## config.mk

```make
export PLATFORM = sky130hd
export DESIGN_NAME = byte_frame_deframer
export DESIGN_NICKNAME = d
export VERILOG_FILES = /design/src/rtl/bfd_pkg.sv /design/src/rtl/bfd_ram.sv /design/src/rtl/bfd_parser.sv /design/src/rtl/bfd_emitter.sv /design/src/rtl/byte_frame_deframer.sv
export VERILOG_INCLUDE_DIRS = /design/src /design/src/rtl
export SDC_FILE = /design/constraint.sdc
export NUM_CORES = 1
export LEC_CHECK = 0
export ABC_AREA = 1
export BUFFER_PORTS_ARGS = -buffer_cell sky130_fd_sc_hd__clkbuf_2
export CAP_MARGIN = 10
export CORE_ASPECT_RATIO = 1.25
export CORE_MARGIN = 2
export CORE_UTILIZATION = 58
export CTS_BUF_LIST = sky130_fd_sc_hd__clkbuf_4 sky130_fd_sc_hd__clkbuf_8
export CTS_CLUSTER_DIAMETER = 50
export DETAILED_ROUTE_END_ITERATION = 10
export GPL_ROUTABILITY_DRIVEN = 0
export GPL_TIMING_DRIVEN = 0
export PLACE_DENSITY_LB_ADDON = 0.2
export SYNTH_ARGS = -nofsm -noshare
export SYNTH_HDL_FRONTEND = slang
export SYNTH_SLANG_ARGS = --single-unit
```

## constraint.sdc

```tcl
create_clock -name i_clk -period 10.05 [get_ports i_clk]
set_input_delay 1.5075 -clock i_clk [delete_from_list [all_inputs] [get_ports i_clk]]
set_output_delay 1.5075 -clock i_clk [all_outputs]
set_load 0.005 [all_outputs]
```

## src/rtl/byte_frame_deframer_assert.svh

```systemverilog
`ifndef BYTE_FRAME_DEFRAMER_ASSERT_SVH
`define BYTE_FRAME_DEFRAMER_ASSERT_SVH

// Same-cycle implication, checked out of reset.
`define BFD_ASSERT_IMPL(label, clk, rst_n, ante, cons) \
    label: assert property (@(posedge clk) disable iff (!rst_n) (ante) |-> (cons)) \
        else $error("bfd assertion failed");

// Next-cycle implication, checked out of reset.
`define BFD_ASSERT_NEXT(label, clk, rst_n, ante, cons) \
    label: assert property (@(posedge clk) disable iff (!rst_n) (ante) |=> (cons)) \
        else $error("bfd assertion failed");

`endif

```

## src/rtl/bfd_pkg.sv

```systemverilog
`timescale 1ns / 1ps

package bfd_pkg;

    localparam int CFG_IDX_W = 1;
    localparam logic [CFG_IDX_W-1:0] CFG_START_BYTE = 1'd0;
    localparam logic [CFG_IDX_W-1:0] CFG_END_BYTE   = 1'd1;

    localparam logic [7:0] START_BYTE_RST = 8'hAA;
    localparam logic [7:0] END_BYTE_RST   = 8'h55;

    // Frame handed from the parser to the emitter.
    typedef struct packed {
        logic        start;
        logic [15:0] id;
        logic [15:0] crc;
        logic [7:0]  len;
    } t_emit_req;

endpackage

```

## src/rtl/bfd_ram.sv

```systemverilog
`timescale 1ns / 1ps

module bfd_ram #(
    parameter int WIDTH = 8,
    parameter int DEPTH = 16,
    parameter int AW    = (DEPTH > 1) ? $clog2(DEPTH) : 1
) (
    input  logic             i_clk,
    input  logic             i_we,
    input  logic [AW-1:0]    i_waddr,
    input  logic [WIDTH-1:0] i_wdata,
    input  logic             i_re,
    input  logic [AW-1:0]    i_raddr,
    output logic [WIDTH-1:0] o_rdata
);

    logic [WIDTH-1:0] r_mem [DEPTH];
    logic [WIDTH-1:0] r_rdata;

    always_ff @(posedge i_clk) begin
        if (i_we) begin
            r_mem[i_waddr] <= i_wdata;
        end
        if (i_re) begin
            r_rdata <= r_mem[i_raddr];
        end
    end

    assign o_rdata = r_rdata;

endmodule

```

## src/rtl/bfd_parser.sv

```systemverilog
`timescale 1ns / 1ps

module bfd_parser #(
    parameter int MAX_PAYLOAD = 16,
    parameter int LEN_W       = $clog2(MAX_PAYLOAD + 1),
    parameter int AW          = (MAX_PAYLOAD > 1) ? $clog2(MAX_PAYLOAD) : 1
) (
    input  logic                          i_clk,
    input  logic                          i_rst_n,
    input  logic                          i_accept,
    input  logic [7:0]                    i_rx_byte,
    input  logic                          i_cfg_we,
    input  logic [bfd_pkg::CFG_IDX_W-1:0] i_cfg_idx,
    input  logic [7:0]                    i_cfg_data,
    output logic                          o_ram_we,
    output logic [AW-1:0]                 o_ram_waddr,
    output logic [7:0]                    o_ram_wdata,
    output bfd_pkg::t_emit_req            o_req
);

    import bfd_pkg::*;

    localparam logic [2:0] PH_HUNT = 3'd0;
    localparam logic [2:0] PH_ID   = 3'd1;
    localparam logic [2:0] PH_LEN  = 3'd2;
    localparam logic [2:0] PH_DATA = 3'd3;
    localparam logic [2:0] PH_CRC  = 3'd4;
    localparam logic [2:0] PH_END  = 3'd5;

    logic [7:0]       r_start_byte, r_end_byte;
    logic [2:0]       r_phase, n_phase;
    logic [LEN_W-1:0] r_cnt, n_cnt;
    logic [15:0]      r_id, n_id;
    logic [LEN_W-1:0] r_len, n_len;
    logic [15:0]      r_crc, n_crc;
    logic             n_start;
    logic             n_we;
    logic [LEN_W-1:0] w_cnt_inc;

    assign w_cnt_inc = LEN_W'(r_cnt + 1'b1);

    always_comb begin
        n_phase = r_phase;
        n_cnt   = r_cnt;
        n_id    = r_id;
        n_len   = r_len;
        n_crc   = r_crc;
        n_start = 1'b0;
        n_we    = 1'b0;
        if (i_accept) begin
            unique case (r_phase)
                PH_HUNT: begin
                    if (i_rx_byte == r_start_byte) begin
                        n_phase = PH_ID;
                        n_cnt   = '0;
                    end
                end
                PH_ID: begin
                    if (r_cnt == '0) begin
                        n_id[7:0] = i_rx_byte;
                        n_cnt     = LEN_W'(1);
                    end else begin
                        n_id[15:8] = i_rx_byte;
                        n_cnt      = '0;
                        n_phase    = PH_LEN;
                    end
                end
                PH_LEN: begin
                    // drop oversized frames and hunt again
                    if (32'(i_rx_byte) > 32'(MAX_PAYLOAD)) begin
                        n_phase = PH_HUNT;
                    end else begin
                        n_len   = LEN_W'(i_rx_byte);
                        n_cnt   = '0;
                        n_phase = (i_rx_byte == 8'd0) ? PH_CRC : PH_DATA;
                    end
                end
                PH_DATA: begin
                    n_we = 1'b1;
                    if (w_cnt_inc >= r_len) begin
                        n_cnt   = '0;
                        n_phase = PH_CRC;
                    end else begin
                        n_cnt = w_cnt_inc;
                    end
                end
                PH_CRC: begin
                    if (r_cnt == '0) begin
                        n_crc[7:0] = i_rx_byte;
                        n_cnt      = LEN_W'(1);
                    end else begin
                        n_crc[15:8] = i_rx_byte;
                        n_cnt       = '0;
                        n_phase     = PH_END;
                    end
                end
                PH_END: begin
                    n_start = (i_rx_byte == r_end_byte);
                    n_phase = PH_HUNT;
                end
                default: begin
                    n_phase = PH_HUNT;
                end
            endcase
        end
    end

    always_ff @(posedge i_clk) begin
        if (!i_rst_n) begin
            r_start_byte <= START_BYTE_RST;
            r_end_byte   <= END_BYTE_RST;
            r_phase      <= PH_HUNT;
            r_cnt        <= '0;
            r_id         <= '0;
            r_len        <= '0;
            r_crc        <= '0;
        end else begin
            if (i_cfg_we) begin
                if (i_cfg_idx == CFG_START_BYTE) begin
                    r_start_byte <= i_cfg_data;
                end
                if (i_cfg_idx == CFG_END_BYTE) begin
                    r_end_byte <= i_cfg_data;
                end
            end
            r_phase <= n_phase;
            r_cnt   <= n_cnt;
            r_id    <= n_id;
            r_len   <= n_len;
            r_crc   <= n_crc;
        end
    end

    assign o_ram_we    = n_we;
    assign o_ram_waddr = r_cnt[AW-1:0];
    assign o_ram_wdata = i_rx_byte;

    // header registers hold steady while the emitter drains, input being stalled
    assign o_req.start = n_start;
    assign o_req.id    = r_id;
    assign o_req.crc   = r_crc;
    assign o_req.len   = 8'(r_len);

endmodule

```

## src/rtl/bfd_emitter.sv

```systemverilog
`timescale 1ns / 1ps

module bfd_emitter #(
    parameter int MAX_PAYLOAD = 16,
    parameter int LEN_W       = $clog2(MAX_PAYLOAD + 1),
    parameter int AW          = (MAX_PAYLOAD > 1) ? $clog2(MAX_PAYLOAD) : 1
) (
    input  logic               i_clk,
    input  logic               i_rst_n,
    input  bfd_pkg::t_emit_req i_req,
    output logic               o_busy,
    output logic               o_ram_re,
    output logic [AW-1:0]      o_ram_raddr,
    input  logic [7:0]         i_ram_rdata,
    output logic               o_valid,
    input  logic               i_stall,
    output logic [15:0]        o_pkt_id,
    output logic [4:0]         o_payload_length,
    output logic [15:0]        o_received_crc,
    output logic [7:0]         o_payload_byte,
    output logic [3:0]         o_byte_index,
    output logic               o_has_data,
    output logic               o_last
);

    import bfd_pkg::*;

    logic             r_busy;
    logic [LEN_W-1:0] r_rd_cnt;
    logic             r_rd_pend;
    logic [LEN_W-1:0] r_rd_idx;
    logic             r_rd_last;
    logic             r_out_valid;
    logic [15:0]      r_pkt_id, r_crc;
    logic [4:0]       r_plen;
    logic [7:0]       r_byte;
    logic [3:0]       r_idx;
    logic             r_has_data, r_last;

    logic [LEN_W-1:0] w_len;
    logic [31:0]      w_len_ext, w_idx_ext;
    logic             w_out_free, w_issue, w_issue_last, w_empty;

    assign w_len        = LEN_W'(i_req.len);
    assign w_len_ext    = 32'(w_len);
    assign w_idx_ext    = 32'(r_rd_idx);
    assign w_out_free   = !r_out_valid || !i_stall;
    assign w_issue      = r_busy && !r_rd_pend && w_out_free && (w_len != '0);
    assign w_issue_last = w_issue && ((32'(r_rd_cnt) + 32'd1) == w_len_ext);
    assign w_empty      = r_busy && (w_len == '0) && w_out_free;

    always_ff @(posedge i_clk) begin
        if (!i_rst_n) begin
            r_busy      <= 1'b0;
            r_rd_cnt    <= '0;
            r_rd_pend   <= 1'b0;
            r_out_valid <= 1'b0;
        end else begin
            if (i_req.start) begin
                r_busy   <= 1'b1;
                r_rd_cnt <= '0;
            end else if (w_issue_last || w_empty) begin
                r_busy <= 1'b0;
            end
            if (w_issue) begin
                r_rd_cnt <= LEN_W'(r_rd_cnt + 1'b1);
            end
            r_rd_pend <= w_issue;
            if (r_rd_pend || w_empty) begin
                r_out_valid <= 1'b1;
            end else if (!i_stall) begin
                r_out_valid <= 1'b0;
            end
        end
    end

    always_ff @(posedge i_clk) begin
        if (w_issue) begin
            r_rd_idx  <= r_rd_cnt;
            r_rd_last <= w_issue_last;
        end
        if (r_rd_pend) begin
            r_pkt_id   <= i_req.id;
            r_crc      <= i_req.crc;
            r_plen     <= w_len_ext[4:0];
            r_byte     <= i_ram_rdata;
            r_idx      <= w_idx_ext[3:0];
            r_has_data <= 1'b1;
            r_last     <= r_rd_last;
        end else if (w_empty) begin
            r_pkt_id   <= i_req.id;
            r_crc      <= i_req.crc;
            r_plen     <= 5'd0;
            r_byte     <= 8'd0;
            r_idx      <= 4'd0;
            r_has_data <= 1'b0;
            r_last     <= 1'b1;
        end
    end

    assign o_busy           = r_busy;
    assign o_ram_re         = w_issue;
    assign o_ram_raddr      = r_rd_cnt[AW-1:0];
    assign o_valid          = r_out_valid;
    assign o_pkt_id         = r_pkt_id;
    assign o_payload_length = r_plen;
    assign o_received_crc   = r_crc;
    assign o_payload_byte   = r_byte;
    assign o_byte_index     = r_idx;
    assign o_has_data       = r_has_data;
    assign o_last           = r_last;

`include "byte_frame_deframer_assert.svh"

    // read data always lands in a free output register
    `BFD_ASSERT_IMPL(a_load_free, i_clk, i_rst_n, r_rd_pend, !r_out_valid)
    // no frame closes while the previous one is still being read out
    `BFD_ASSERT_IMPL(a_start_idle, i_clk, i_rst_n, i_req.start, !r_busy)
    // read pointer stays inside the frame
    `BFD_ASSERT_IMPL(a_rd_range, i_clk, i_rst_n, r_busy && (w_len != '0), r_rd_cnt < w_len)
    // the final read ends the burst
    `BFD_ASSERT_NEXT(a_last_done, i_clk, i_rst_n, w_issue_last, !r_busy && r_rd_pend)

endmodule

```

## src/rtl/byte_frame_deframer.sv

```systemverilog
`timescale 1ns / 1ps

// Channel   Direction  Handshake           Payload
// input     in         i_valid / o_stall   i_rx_byte
// output    out        o_valid / i_stall   o_pkt_id .. o_last
// config    in         i_cfg_we            i_cfg_idx, i_cfg_data
//
// Header and payload bytes are taken at one per cycle unless stalled; payload goes to a
// 1-port-write RAM. At a good end byte, input stalls while the RAM is read back: each
// result is a RAM read then an output register load; the next read waits for that load,
// and longer while the output stalls. A zero-length frame gives one result. Input resumes
// once the last read is issued; the final result may still wait in the output register.
// Reset is synchronous, active low; the payload RAM is not cleared.

module byte_frame_deframer #(
    parameter int MAX_PAYLOAD = 16
) (
    input  logic                          i_clk,
    input  logic                          i_rst_n,
    input  logic                          i_valid,
    output logic                          o_stall,
    input  logic [7:0]                    i_rx_byte,
    output logic                          o_valid,
    input  logic                          i_stall,
    output logic [15:0]                   o_pkt_id,
    output logic [4:0]                    o_payload_length,
    output logic [15:0]                   o_received_crc,
    output logic [7:0]                    o_payload_byte,
    output logic [3:0]                    o_byte_index,
    output logic                          o_has_data,
    output logic                          o_last,
    input  logic                          i_cfg_we,
    input  logic [bfd_pkg::CFG_IDX_W-1:0] i_cfg_idx,
    input  logic [7:0]                    i_cfg_data
);

    import bfd_pkg::*;

    localparam int LEN_W = $clog2(MAX_PAYLOAD + 1);
    localparam int AW    = (MAX_PAYLOAD > 1) ? $clog2(MAX_PAYLOAD) : 1;

    t_emit_req     w_req;
    logic          w_busy;
    logic          w_accept;
    logic          w_we, w_re;
    logic [AW-1:0] w_waddr, w_raddr;
    logic [7:0]    w_wdata, w_rdata;

    assign o_stall  = w_busy;
    assign w_accept = i_valid && !w_busy;

    bfd_parser #(
        .MAX_PAYLOAD (MAX_PAYLOAD),
        .LEN_W       (LEN_W),
        .AW          (AW)
    ) u_parser (
        .i_clk       (i_clk),
        .i_rst_n     (i_rst_n),
        .i_accept    (w_accept),
        .i_rx_byte   (i_rx_byte),
        .i_cfg_we    (i_cfg_we),
        .i_cfg_idx   (i_cfg_idx),
        .i_cfg_data  (i_cfg_data),
        .o_ram_we    (w_we),
        .o_ram_waddr (w_waddr),
        .o_ram_wdata (w_wdata),
        .o_req       (w_req)
    );

    bfd_ram #(
        .WIDTH (8),
        .DEPTH (MAX_PAYLOAD),
        .AW    (AW)
    ) u_store (
        .i_clk   (i_clk),
        .i_we    (w_we),
        .i_waddr (w_waddr),
        .i_wdata (w_wdata),
        .i_re    (w_re),
        .i_raddr (w_raddr),
        .o_rdata (w_rdata)
    );

    bfd_emitter #(
        .MAX_PAYLOAD (MAX_PAYLOAD),
        .LEN_W       (LEN_W),
        .AW          (AW)
    ) u_emitter (
        .i_clk            (i_clk),
        .i_rst_n          (i_rst_n),
        .i_req            (w_req),
        .o_busy           (w_busy),
        .o_ram_re         (w_re),
        .o_ram_raddr      (w_raddr),
        .i_ram_rdata      (w_rdata),
        .o_valid          (o_valid),
        .i_stall          (i_stall),
        .o_pkt_id         (o_pkt_id),
        .o_payload_length (o_payload_length),
        .o_received_crc   (o_received_crc),
        .o_payload_byte   (o_payload_byte),
        .o_byte_index     (o_byte_index),
        .o_has_data       (o_has_data),
        .o_last           (o_last)
    );

endmodule

```

Word-level counts from Yosys, hierarchy flattened
Memories as Yosys holds them, arrays and structs flattened. A register that Yosys moved wholly into a read port is not among the register bits.
Index checks and enable logic that the tools add are counted.
{ "totals": {"latchBits": 0, "memories": 1, "input_bits": 22, "word_cells": 114, "mem_bits_rw": 128, "rom_bits": 0, "ff_bits": 125, "output_inout_bits": 53} }
{ "classes": {"order_cmp": 2, "bitwise_logic": 3, "addsub": 3, "reduce_logical": 33, "multipliers": 0, "div_mod_pow": 0, "n_shift": 0, "eq_ne": 14, "mux": 36} }
{ "memory_table": {"columns": ["name", "depth", "width", "read_ports", "rd_ports_with_merged_regs", "wr", "line", "rtl"], "rows": [
  ["u_store.r_mem", 16, 8, 1, 1, 1, "bfd_ram.sv:17", "logic [WIDTH-1:0] r_mem [DEPTH];"]
]} }
{ "op_table": {"columns": ["cell", "count"], "rows": [
  ["$mux 16", 4],
  ["$mux 5", 7],
  ["$eq 32x5->1", 1],
  ["$pmux 5 s4", 1],
  ["$mux 3", 6],
  ["$eq 8x8->1", 2],
  ["$mux 8", 2],
  ["$pmux 3 s5", 1],
  ["$reduce_and 3->1", 5],
  ["$mux 1", 13],
  ["$add 5x1->5 const B", 2],
  ["$logic_not 5->1", 2],
  ["$gt 8x5->1 const B", 1],
  ["$logic_not 8->1", 1],
  ["$mux 4", 2],
  ["$logic_and 1x1->1", 7],
  ["$add 5x1->6 const B", 1],
  ["$eq 3x2->1 const B", 2],
  ["$eq 3x3->1 const B", 2],
  ["$ne 2x1->1 const B", 3],
  ["$ne 2x2->1 const B", 3],
  ["$reduce_bool 2->1", 3],
  ["$ge 5x5->1", 1],
  ["$reduce_and 5->1", 1],
  ["10 further kinds", 18]
]} }

Longest topological paths before layout
Gate-level depths: netlist of run 1.
{ "logic_depth": {"word_depth": 8, "mapped_depth": 14, "depth_no_buf": 14} }

Modules after synthesis
A second synthesis of run 1 with hierarchy kept.
{ "unflattened": {"hier_cells": 1152, "area_unflattened_um2": 11252.0} }
{ "by_module_without_submodules": {"columns": ["mod", "area_per_inst_um2", "seq_area_each_um2", "cells_per_inst", "n_inst"], "rows": [
  ["bfd_ram", 5853.1, 4083.9, 551, 1],
  ["bfd_parser", 2995.4, 1221.2, 413, 1],
  ["bfd_emitter", 2393.5, 1831.8, 186, 1],
  ["byte_frame_deframer", 10.0, 0.0, 2, 1]
]} }

Worst setup path after synthesis of run 1
No wires, ideal clock.
{ "synth_timing": {"path_type": "in2reg", "from": "in i_stall", "to": "reg u_emitter.r_idx[0] (netlist: u_emitter.o_byte_index[0]), enable pin", "setup_ps": 529, "required_ps": 9521, "cell_stages": 3, "path_buffers": 0, "arrival_ps": 5249, "path_slack_ps": 4272, "path_cell_list": "nand2_1 > nand2_1 > o21ai_0"} }
{ "synth_between": {"elab_chain_len": 4} }
{ "synth_lines": {"columns": ["element", "line", "rtl"], "rows": [
  ["start: declaration", "byte_frame_deframer.sv:24", "input logic i_stall,"],
  ["$logic_not 1->1", "bfd_emitter.sv:47", "assign w_out_free = !r_out_valid || !i_stall;"],
  ["$logic_or 1x1->1", "bfd_emitter.sv:47", null],
  ["$logic_and 1x1->1", "bfd_emitter.sv:50", "assign w_empty = r_busy && (w_len == '0) && w_out_free;"],
  ["$reduce_bool 2->1 (no source line)", null, null],
  ["end signal: assignment", "bfd_emitter.sv:87", "r_idx <= w_idx_ext[3:0];"],
  ["end: declaration", "bfd_emitter.sv:37", "logic [3:0] r_idx;"]
]} }
No other way between the ends.
A chain may end at the register's enable or synchronous reset.

Worst setup path after layout of run 1
{ "layout_timing": {"from": "in i_valid", "to": "mem u_store.r_mem[12][2], enable pin"} }
{ "layout_between": {"elab_chain_len": 4} }
{ "layout_lines": {"columns": ["element", "line", "rtl"], "rows": [
  ["start: declaration", "byte_frame_deframer.sv:20", "input logic i_valid,"],
  ["$logic_and 1x1->1", "byte_frame_deframer.sv:50", "assign w_accept = i_valid && !w_busy;"],
  ["$mux 1", "bfd_parser.sv:50", "if (i_accept) begin"],
  ["$mux 1", "bfd_ram.sv:21", "if (i_we) begin"],
  ["$mux 1 (implied by the code)", "bfd_ram.sv:22", "r_mem[i_waddr] <= i_wdata;"],
  ["end: declaration", "bfd_ram.sv:17", null]
]} }
No other way between the ends.

==> results of run 1 <==
==> worst max-delay path, cell delays in order <==
cell and delay (ns):
clkbuf_2 0.09, nand2_1 0.14, nor2_1 0.27, nand2_1 0.21, nor2_1 0.72
==> final timing paths <==
kind                            from                            to
setup / recovery             i_valid          u_store.r_mem[12][2]
hold / removal    u_parser.r_crc[11]  u_emitter.o_received_crc[11]
setup reg to reg   u_parser.r_cnt[0]           u_parser.r_phase[0]
hold reg to reg   u_parser.r_crc[11]  u_emitter.o_received_crc[11]
==> routing by layer <==
| metal | GRT usage [%] | up-vias |
|---|---|---|
| met3 | 5.09 | 80 |
| li1 | - | 3655 |
| met2 | 43.7 | 315 |
| met5 | 0 | - |
| met4 | 14.3 | 0 |
| met1 | 31.2 | 3491 |
==> kinds of logic (layout without fill, tap and decap cells) <==
logic type | after synthesis | after routing | synth area share, %
AOI/OAI and AO/OA | 199 | 199 | 10.3
xor gates and xnor gates | 9 | 9 | 0.741
adders and majority gates | 10 | 10 | 1.18
buffers and inverters | 134 | 280 | 5.18
DFF | 261 | 261 | 67.1
and+or+nand+nor | 386 | 386 | 15.5
==> state kept, by name (all words and copies together), names as in the netlist, 3 cells and up <==
signal	cells
u_emitter.o_payload_length	5
u_emitter.o_payload_byte	8
u_parser.r_start_byte	8
u_emitter.r_rd_cnt	5
u_parser.r_cnt	5
u_emitter.o_pkt_id	16
u_parser.r_phase	3
u_parser.r_end_byte	8
u_emitter.r_rd_idx	4
u_parser.r_len	5
u_parser.r_crc	16
u_parser.r_id	16
u_store.r_mem	128
u_store.o_rdata	8
u_emitter.o_byte_index	4
u_emitter.o_received_crc	16
==> cells in the final DEF (no fill, tap or decap), types with 3 or more instances in the layout <==
cell	instances
nor2_4	4
o21ai_1	12
edfxtp_1	191
o21ai_0	98
clkinv_1	10
inv_1	77
nand3_1	53
clkbuf_1	19
a21oi_1	50
clkbuf_4	17
nand3_2	4
nor2_2	3
inv_2	8
o211ai_1	36
ha_1	10
xor2_1	3
nand4_1	4
xnor2_1	6
nand2_1	154
buf_4	5
clkbuf_2	73
dfxtp_1	70
nand2_2	9
buf_2	23
nor2_1	150
clkbuf_8	42
==> metrics by stage <==
step / power [µW] / util [%] / hold slack, ns / worst slack (ns) / cell area, µm²
floorplan: 1350 / - / 0.403 / 4.27 / 10600
global placement: 1390 / 62.6 / 0.409 / 2.54 / 11300
detailed placement: 1400 / 63.0 / 0.410 / 6.73 / 11400
CTS: 2220 / 67.2 / 0.425 / 7.27 / 12100
global route: 2300 / 67.2 / 0.428 / 7.21 / 12100
finish: 2210 / 67.2 / 0.422 / 7.26 / 12100
==> power groups by stage <==
stage	Sequential [µW]	Combinational (µW)	Clock [µW]
final	1190	190	833
after global placement	1210	184	0
after floorplan	1210	139	0
after detailed placement	1210	187	0
after global routing	1190	213	894
after CTS	1190	189	843
==> layout make-up <==
class	instances	share of cell area [%]
repair buffers	76	3.53
plain buffers	48	1.88
multi-input cells	604	24.4
clock inverters	12	0.454
inverters	86	2.66
well taps	228	2.35
clock buffers	58	5.76
flip-flops and latches	261	58.9
==> flow_summary_export.csv, run 1 <==
group,metric,value,unit
worst_setup_path,arrival,2.94,ns
clock_network,cts_root_buffer,"clkbuf_8",
power_and_ir_drop,swShare,24.2,%
yosys,synth.top_cell.area_share,53.9,%
clock_network,htreeDepth,2,
yosys,synth.area.top_cells,"edfxtp_1, dfxtp_1, nand2_1, nor2_1, o21ai_0",
detailed_routing,drtIter0Drc,592,
power_and_ir_drop,power_frac_seq,53.8,%
clock_network,cts_tree,"built",
worst_setup_path,critPathMaxFanout,8,
finish,num_antenna_cells,0,
detailed_routing,via_count,7541,
detailed_routing,wl_met1,9570,µm
worst_setup_path,ff2ff_setup_slack,7.76,ns
clock_network,clockBufferDepth,3,
yosys,synth_nets,1031,
global_routing,grt_pass1_wl,38700,µm
worst_setup_path,cp_data_required_time,10.20,ns
detailed_routing,met3_length,1720,µm
timing,period_needed,2.79,ns
detailed_routing,wl_per_cell,18.0,µm
detailed_routing,drt-vias-per-instance,5.49,
timing,period_share,27.7,%
detailed_routing,route.met2.wl,12200,µm
worst_setup_path,reg2reg_depth,14,
clock_network,clk_latency,0.54,ns
timing,hold_viol_final,0,
finish,instances_no_fill,1373,
clock_network,ctsResizeCount,0,
yosys,syn_inst,999,
yosys,yosysUniqueCellTypes,30,
finish,multi_input_area,0.00296,mm²
timing,finalMaxSlewViolations,0,
finish,drive_above_1_share,17.4,%
timing,max_freq,359,MHz
clock_network,numCtsBuffers,40,
placed_design,place_hpwl,17000,µm
timing,fin_tns_setup,0,ns
detailed_routing,antenna_left,0,
yosys,synthesis.area,0.0106,mm²
timing,rsz0062_at_grt,"false",
placed_design,io_buffers,73,
global_routing,overflow,0,
power_and_ir_drop,p_sw,535,µW
detailed_routing,routed.top_layer,"met4",
detailed_routing,firstDrtPassIters,7,
global_routing,track_usage,25.8,%
floorplanning,start_util,59.0,%
floorplanning,core,0.0180,mm²
floorplanning,ios,75,
outcome,status,"completed",
worst_setup_path,critPathKind,"in -> reg",
yosys,synth_seq_area_share,67.1,%
finish,n_fill_cell,1399,
detailed_routing,wl,24800,µm
detailed_routing,drc,0,
timing,setup_viol,0,
yosys,syn_area_per_cell,10.6,µm²
yosys,synth_top_area_cell,"edfxtp_1",
timing,worst_slew_pin_slew,0.886,ns
finish,nets,1149,
finish,syn2layout_area_growth,13.9,%
power_and_ir_drop,p_clk_share,37.7,%
clock_network,postCtsSetupBuffers,0,
yosys,ys_ff_latch,261,
floorplanning,die-area,0.0194,mm²
power_and_ir_drop,leakagePower,0.00455,µW
floorplanning,die_w,125,µm
timing,finClkSkew,0.0181,ns
worst_hold_path,holdPathStages,0,
yosys,yosys_warnings,0,
yosys,ys_async_sr_fraction,0,%
floorplanning,rows,55,
placed_design,numPlacedInstances,1302,
power_and_ir_drop,p_int,1680,µW
power_and_ir_drop,max-vdd-ir-drop,0.113,mV
clock_network,path_clk_slew,0.06,ns
global_routing,grt_max_degree,25,
worst_setup_path,cp-end-kind,"flop",
finish,regArea,0.00714,mm²
yosys,synth_commonest_cells,"edfxtp_1, nand2_1, nor2_1",
floorplanning,die_h,155,µm
worst_hold_path,worstHoldPathType,"reg -> reg",
yosys,synth_edf_count,191,
yosys,synth_ff_type,"edfxtp_1",
power_and_ir_drop,pwr-share-comb,8.6,%
clock_network,clock-sinks,261,
global_routing,antenna_found_initial,0,
yosys,synth_most_common_cell,"edfxtp_1",
job,cap_viol_max_count,0,
clock_network,cts_hold_buffers,0,
timing,maxSlewHeadroom,40.7,%
power_and_ir_drop,power_density,183,mW/mm²
global_routing,grt_pass1_vias,7380,
worst_setup_path,start_kind,"input pin",
Power figures use the tool's default switching activity.
==> run 2: changes to the inputs <==
--- a/config.mk
+++ b/config.mk
@@ -6,12 +6,12 @@
 export SDC_FILE = /design/constraint.sdc
 export NUM_CORES = 1
 export LEC_CHECK = 0
-export ABC_AREA = 1
+export ABC_AREA = 0
 export BUFFER_PORTS_ARGS = -buffer_cell sky130_fd_sc_hd__clkbuf_2
 export CAP_MARGIN = 10
 export CORE_ASPECT_RATIO = 1.25
 export CORE_MARGIN = 2
-export CORE_UTILIZATION = 58
+export CORE_UTILIZATION = 56
 export CTS_BUF_LIST = sky130_fd_sc_hd__clkbuf_4 sky130_fd_sc_hd__clkbuf_8
 export CTS_CLUSTER_DIAMETER = 50
 export DETAILED_ROUTE_END_ITERATION = 10
==> constraint.sdc (replaced) <==
create_clock -name i_clk -period 2.4 [get_ports i_clk]
set_input_delay 0.36 -clock i_clk [delete_from_list [all_inputs] [get_ports i_clk]]
set_output_delay 0.36 -clock i_clk [all_outputs]
set_load 0.005 [all_outputs]
==> flow_summary_export.csv, run 2 <==
group,metric,value,unit
clock_network,clk_latency,0.54,ns
timing,finalMaxSlewViolations,0,
job,cap_viol_max_count,0,
worst_setup_path,start_kind,"flop",
detailed_routing,drt-vias-per-instance,5.74,
power_and_ir_drop,pwr-share-comb,2.2,%
global_routing,grt_pass1_vias,6129,
finish,final_cell_mix,"edfxtp_1, clkbuf_2, dfxtp_1",
worst_setup_path,critPathLaunch,"u_parser.r_cnt[0]",
worst_setup_path,crit_chain,"ha_4 -> nand3_1 -> xnor2_1 -> ha_1 -> nand3_1 -> o21a_1 -> or4b_2 -> o31ai_2",
clock_network,postCtsSetupBuffers,0,
yosys,syn_inst,670,
timing,rsz0062_at_grt,"true",
outcome,status,"completed",
clock_network,clock-sinks,261,
finish,final_common_cell,"edfxtp_1",
timing,worst_slew_pin_slew,0.872,ns
power_and_ir_drop,max-vdd-ir-drop,0.568,mV
floorplanning,rows,55,
detailed_routing,wl,21200,µm
worst_setup_path,cpMaxStageDelayCell,"or4b_2",
worst_setup_path,arrival,2.79,ns
detailed_routing,drtIter0Drc,379,
detailed_routing,firstDrtPassIters,4,
clock_network,numCtsBuffers,39,
clock_network,cts_hold_buffers,0,
yosys,yosys_warnings,0,
worst_setup_path,ff2ff_setup_slack,0.07,ns
floorplanning,start_util,56.9,%
finish,largest_reg_flops,128,
clock_network,cts_tree,"built",
yosys,synth_commonest_cells,"edfxtp_1, dfxtp_1, nor2_1",
floorplanning,core,0.0181,mm²
finish,n_fill_cell,1275,
timing,period_needed,2.33,ns
yosys,synth.top_cell.area_share,55.7,%
finish,num_antenna_cells,0,
global_routing,grt_max_degree,51,
floorplanning,die-area,0.0195,mm²
yosys,ys_ff_latch,261,
timing,maxSlewHeadroom,41.6,%
timing,hold_viol_final,0,
worst_setup_path,cp-endpoint,"u_parser.r_phase[0]",
yosys,syn_area_per_cell,15.4,µm²
finish,syn2layout_area_growth,15.5,%
yosys,synth_top_area_cell,"edfxtp_1",
timing,period_share,97.2,%
clock_network,path_clk_slew,0.07,ns
power_and_ir_drop,p_int,6960,µW
yosys,synth.area.top_cells,"edfxtp_1, dfxtp_1, mux4_2, mux2i_1, nor2_1",
detailed_routing,antenna_left,0,
power_and_ir_drop,p_clk_share,42.5,%
worst_setup_path,critPathMaxFanout,6,
power_and_ir_drop,swShare,20.5,%
timing,finClkSkew,0.0290,ns
yosys,synth_most_common_cell,"edfxtp_1",
yosys,synth_nets,702,
yosys,yosysUniqueCellTypes,52,
finish,drive_above_1_share,28.3,%
finish,nets,817,
worst_setup_path,reg2reg_depth,8,
worst_setup_path,cp_common_cell,"nand3_1",
floorplanning,die_h,156,µm
floorplanning,die_w,125,µm
clock_network,htreeDepth,2,
power_and_ir_drop,p_sw,1790,µW
worst_setup_path,cp-end-kind,"flop",
worst_setup_path,reg2reg_to,"u_parser.r_phase[0]",
yosys,ys_async_sr_fraction,0,%
timing,setup_viol,0,
yosys,synth_seq_area_share,69.3,%
finish,largest_register,"u_store.r_mem",
floorplanning,ios,75,
worst_setup_path,cp_data_required_time,2.85,ns
global_routing,track_usage,22.1,%
clock_network,clockBufferDepth,3,
timing,max_freq,429,MHz
detailed_routing,via_count,5977,
clock_network,cts_root_buffer,"clkbuf_8",
yosys,synthesis.area,0.0103,mm²
global_routing,overflow,0,
placed_design,place_hpwl,14100,µm
worst_setup_path,critPathKind,"reg -> reg",
power_and_ir_drop,totalPowerFinal,8750,µW
finish,fin_util,65.7,%
global_routing,antenna_found_initial,0,
detailed_routing,wl_per_cell,20.4,µm
worst_setup_path,crit_path_max_incr_delay,0.62,ns
global_routing,grt_pass1_wl,33100,µm
power_and_ir_drop,power_frac_seq,55.3,%
power_and_ir_drop,power_density,736,mW/mm²
detailed_routing,drc,0,
yosys,synth_ff_type,"edfxtp_1",
placed_design,io_buffers,73,
power_and_ir_drop,leakagePower,0.00430,µW
yosys,synth_edf_count,191,
worst_hold_path,worstHoldPathType,"in -> reg",
worst_setup_path,reg2reg_from,"u_parser.r_cnt[0]",
timing,fin_tns_setup,0,ns
run 2: metrics by stage:
step | instances | cell area (µm²) | hold WS, ns | setup slack, ns
after CTS | 1041 | 11800 | 0.0383 | 0.00217
after detailed placement | 971 | 11000 | 0.415 | -0.205
after global placement | 971 | 11000 | 0.414 | -0.158
after floorplan | 670 | 10300 | 0.408 | 0.149
final | 1042 | 11900 | 0.0555 | 0.0679
after global routing | 1042 | 11900 | 0.0561 | -0.00878
run 2: routing by layer:
layer	global-route usage (%)	vias up	wire length [µm]
met5	0	-	0
met4	10.3	0	837
met3	4.80	62	1380
met2	38.6	228	11100
met1	26.3	2938	7920
li1	-	2749	-
run 2: cells by family (layout without fill, tap and decap cells):
group	after synthesis	after routing	synth area share [%]
buffers and inverters	48	191	1.89
XOR/XNOR	27	27	2.30
AO/OA/AOI/OAI	53	53	3.34
adder cells (fa/ha/maj)	10	10	1.21
AND/OR/NAND/NOR	192	193	9.46
flip-flops	261	261	69.3
multiplexers	79	79	12.5
run 2: worst min-delay path by stage:
stage                           from                endpoint  slack [ns]  depth (start not counted)
floorplan           u_parser.r_id[0]   u_emitter.o_pkt_id[0]        0.41                          0
global placement    u_parser.r_id[5]   u_emitter.o_pkt_id[5]        0.41                          0
detailed placement  u_parser.r_id[9]   u_emitter.o_pkt_id[9]        0.42                          0
CTS                    i_cfg_data[5]  u_parser.r_end_byte[5]        0.04                          3
global route           i_cfg_data[5]  u_parser.r_end_byte[5]        0.06                          3
finish                 i_cfg_data[5]  u_parser.r_end_byte[5]        0.06                          3
run 2: critical path, delay by kind of cell, from the launching register on:
family	cells	cell delay, ns
compound gates	2	0.39
xor+xnor	1	0.17
fa+ha+maj	2	0.48
flops	1	0.40
simple gates	3	0.79
run 2: layout make-up:
cell class / instances / area (µm²) / share of cell area [%]
sequential: 261 / 7140 / 60.0
clock inverter: 15 / 125 / 1.05
clock buffer: 55 / 688 / 5.78
multi-input combinational: 362 / 3070 / 25.8
inverter: 9 / 33.8 / 0.284
buffer: 39 / 189 / 1.59
timing repair buffer: 73 / 365 / 3.07
tap: 228 / 285 / 2.40
run 2: power by group through the flow:
stage               logic (µW)  clock network [µW]  registers [µW]
floorplan                 99.4                   0            4930
finish                     191                3720            4840
CTS                        191                3790            4840
global placement           183                   0            4930
detailed placement         190                   0            4930
global route               210                3990            4840
run 2: timing repair:
action,in CTS,in global routing
gates cloned,0,1
hold endpoints to repair,0,0
endpoints found under the setup margin,106,96
resized for setup,20,20
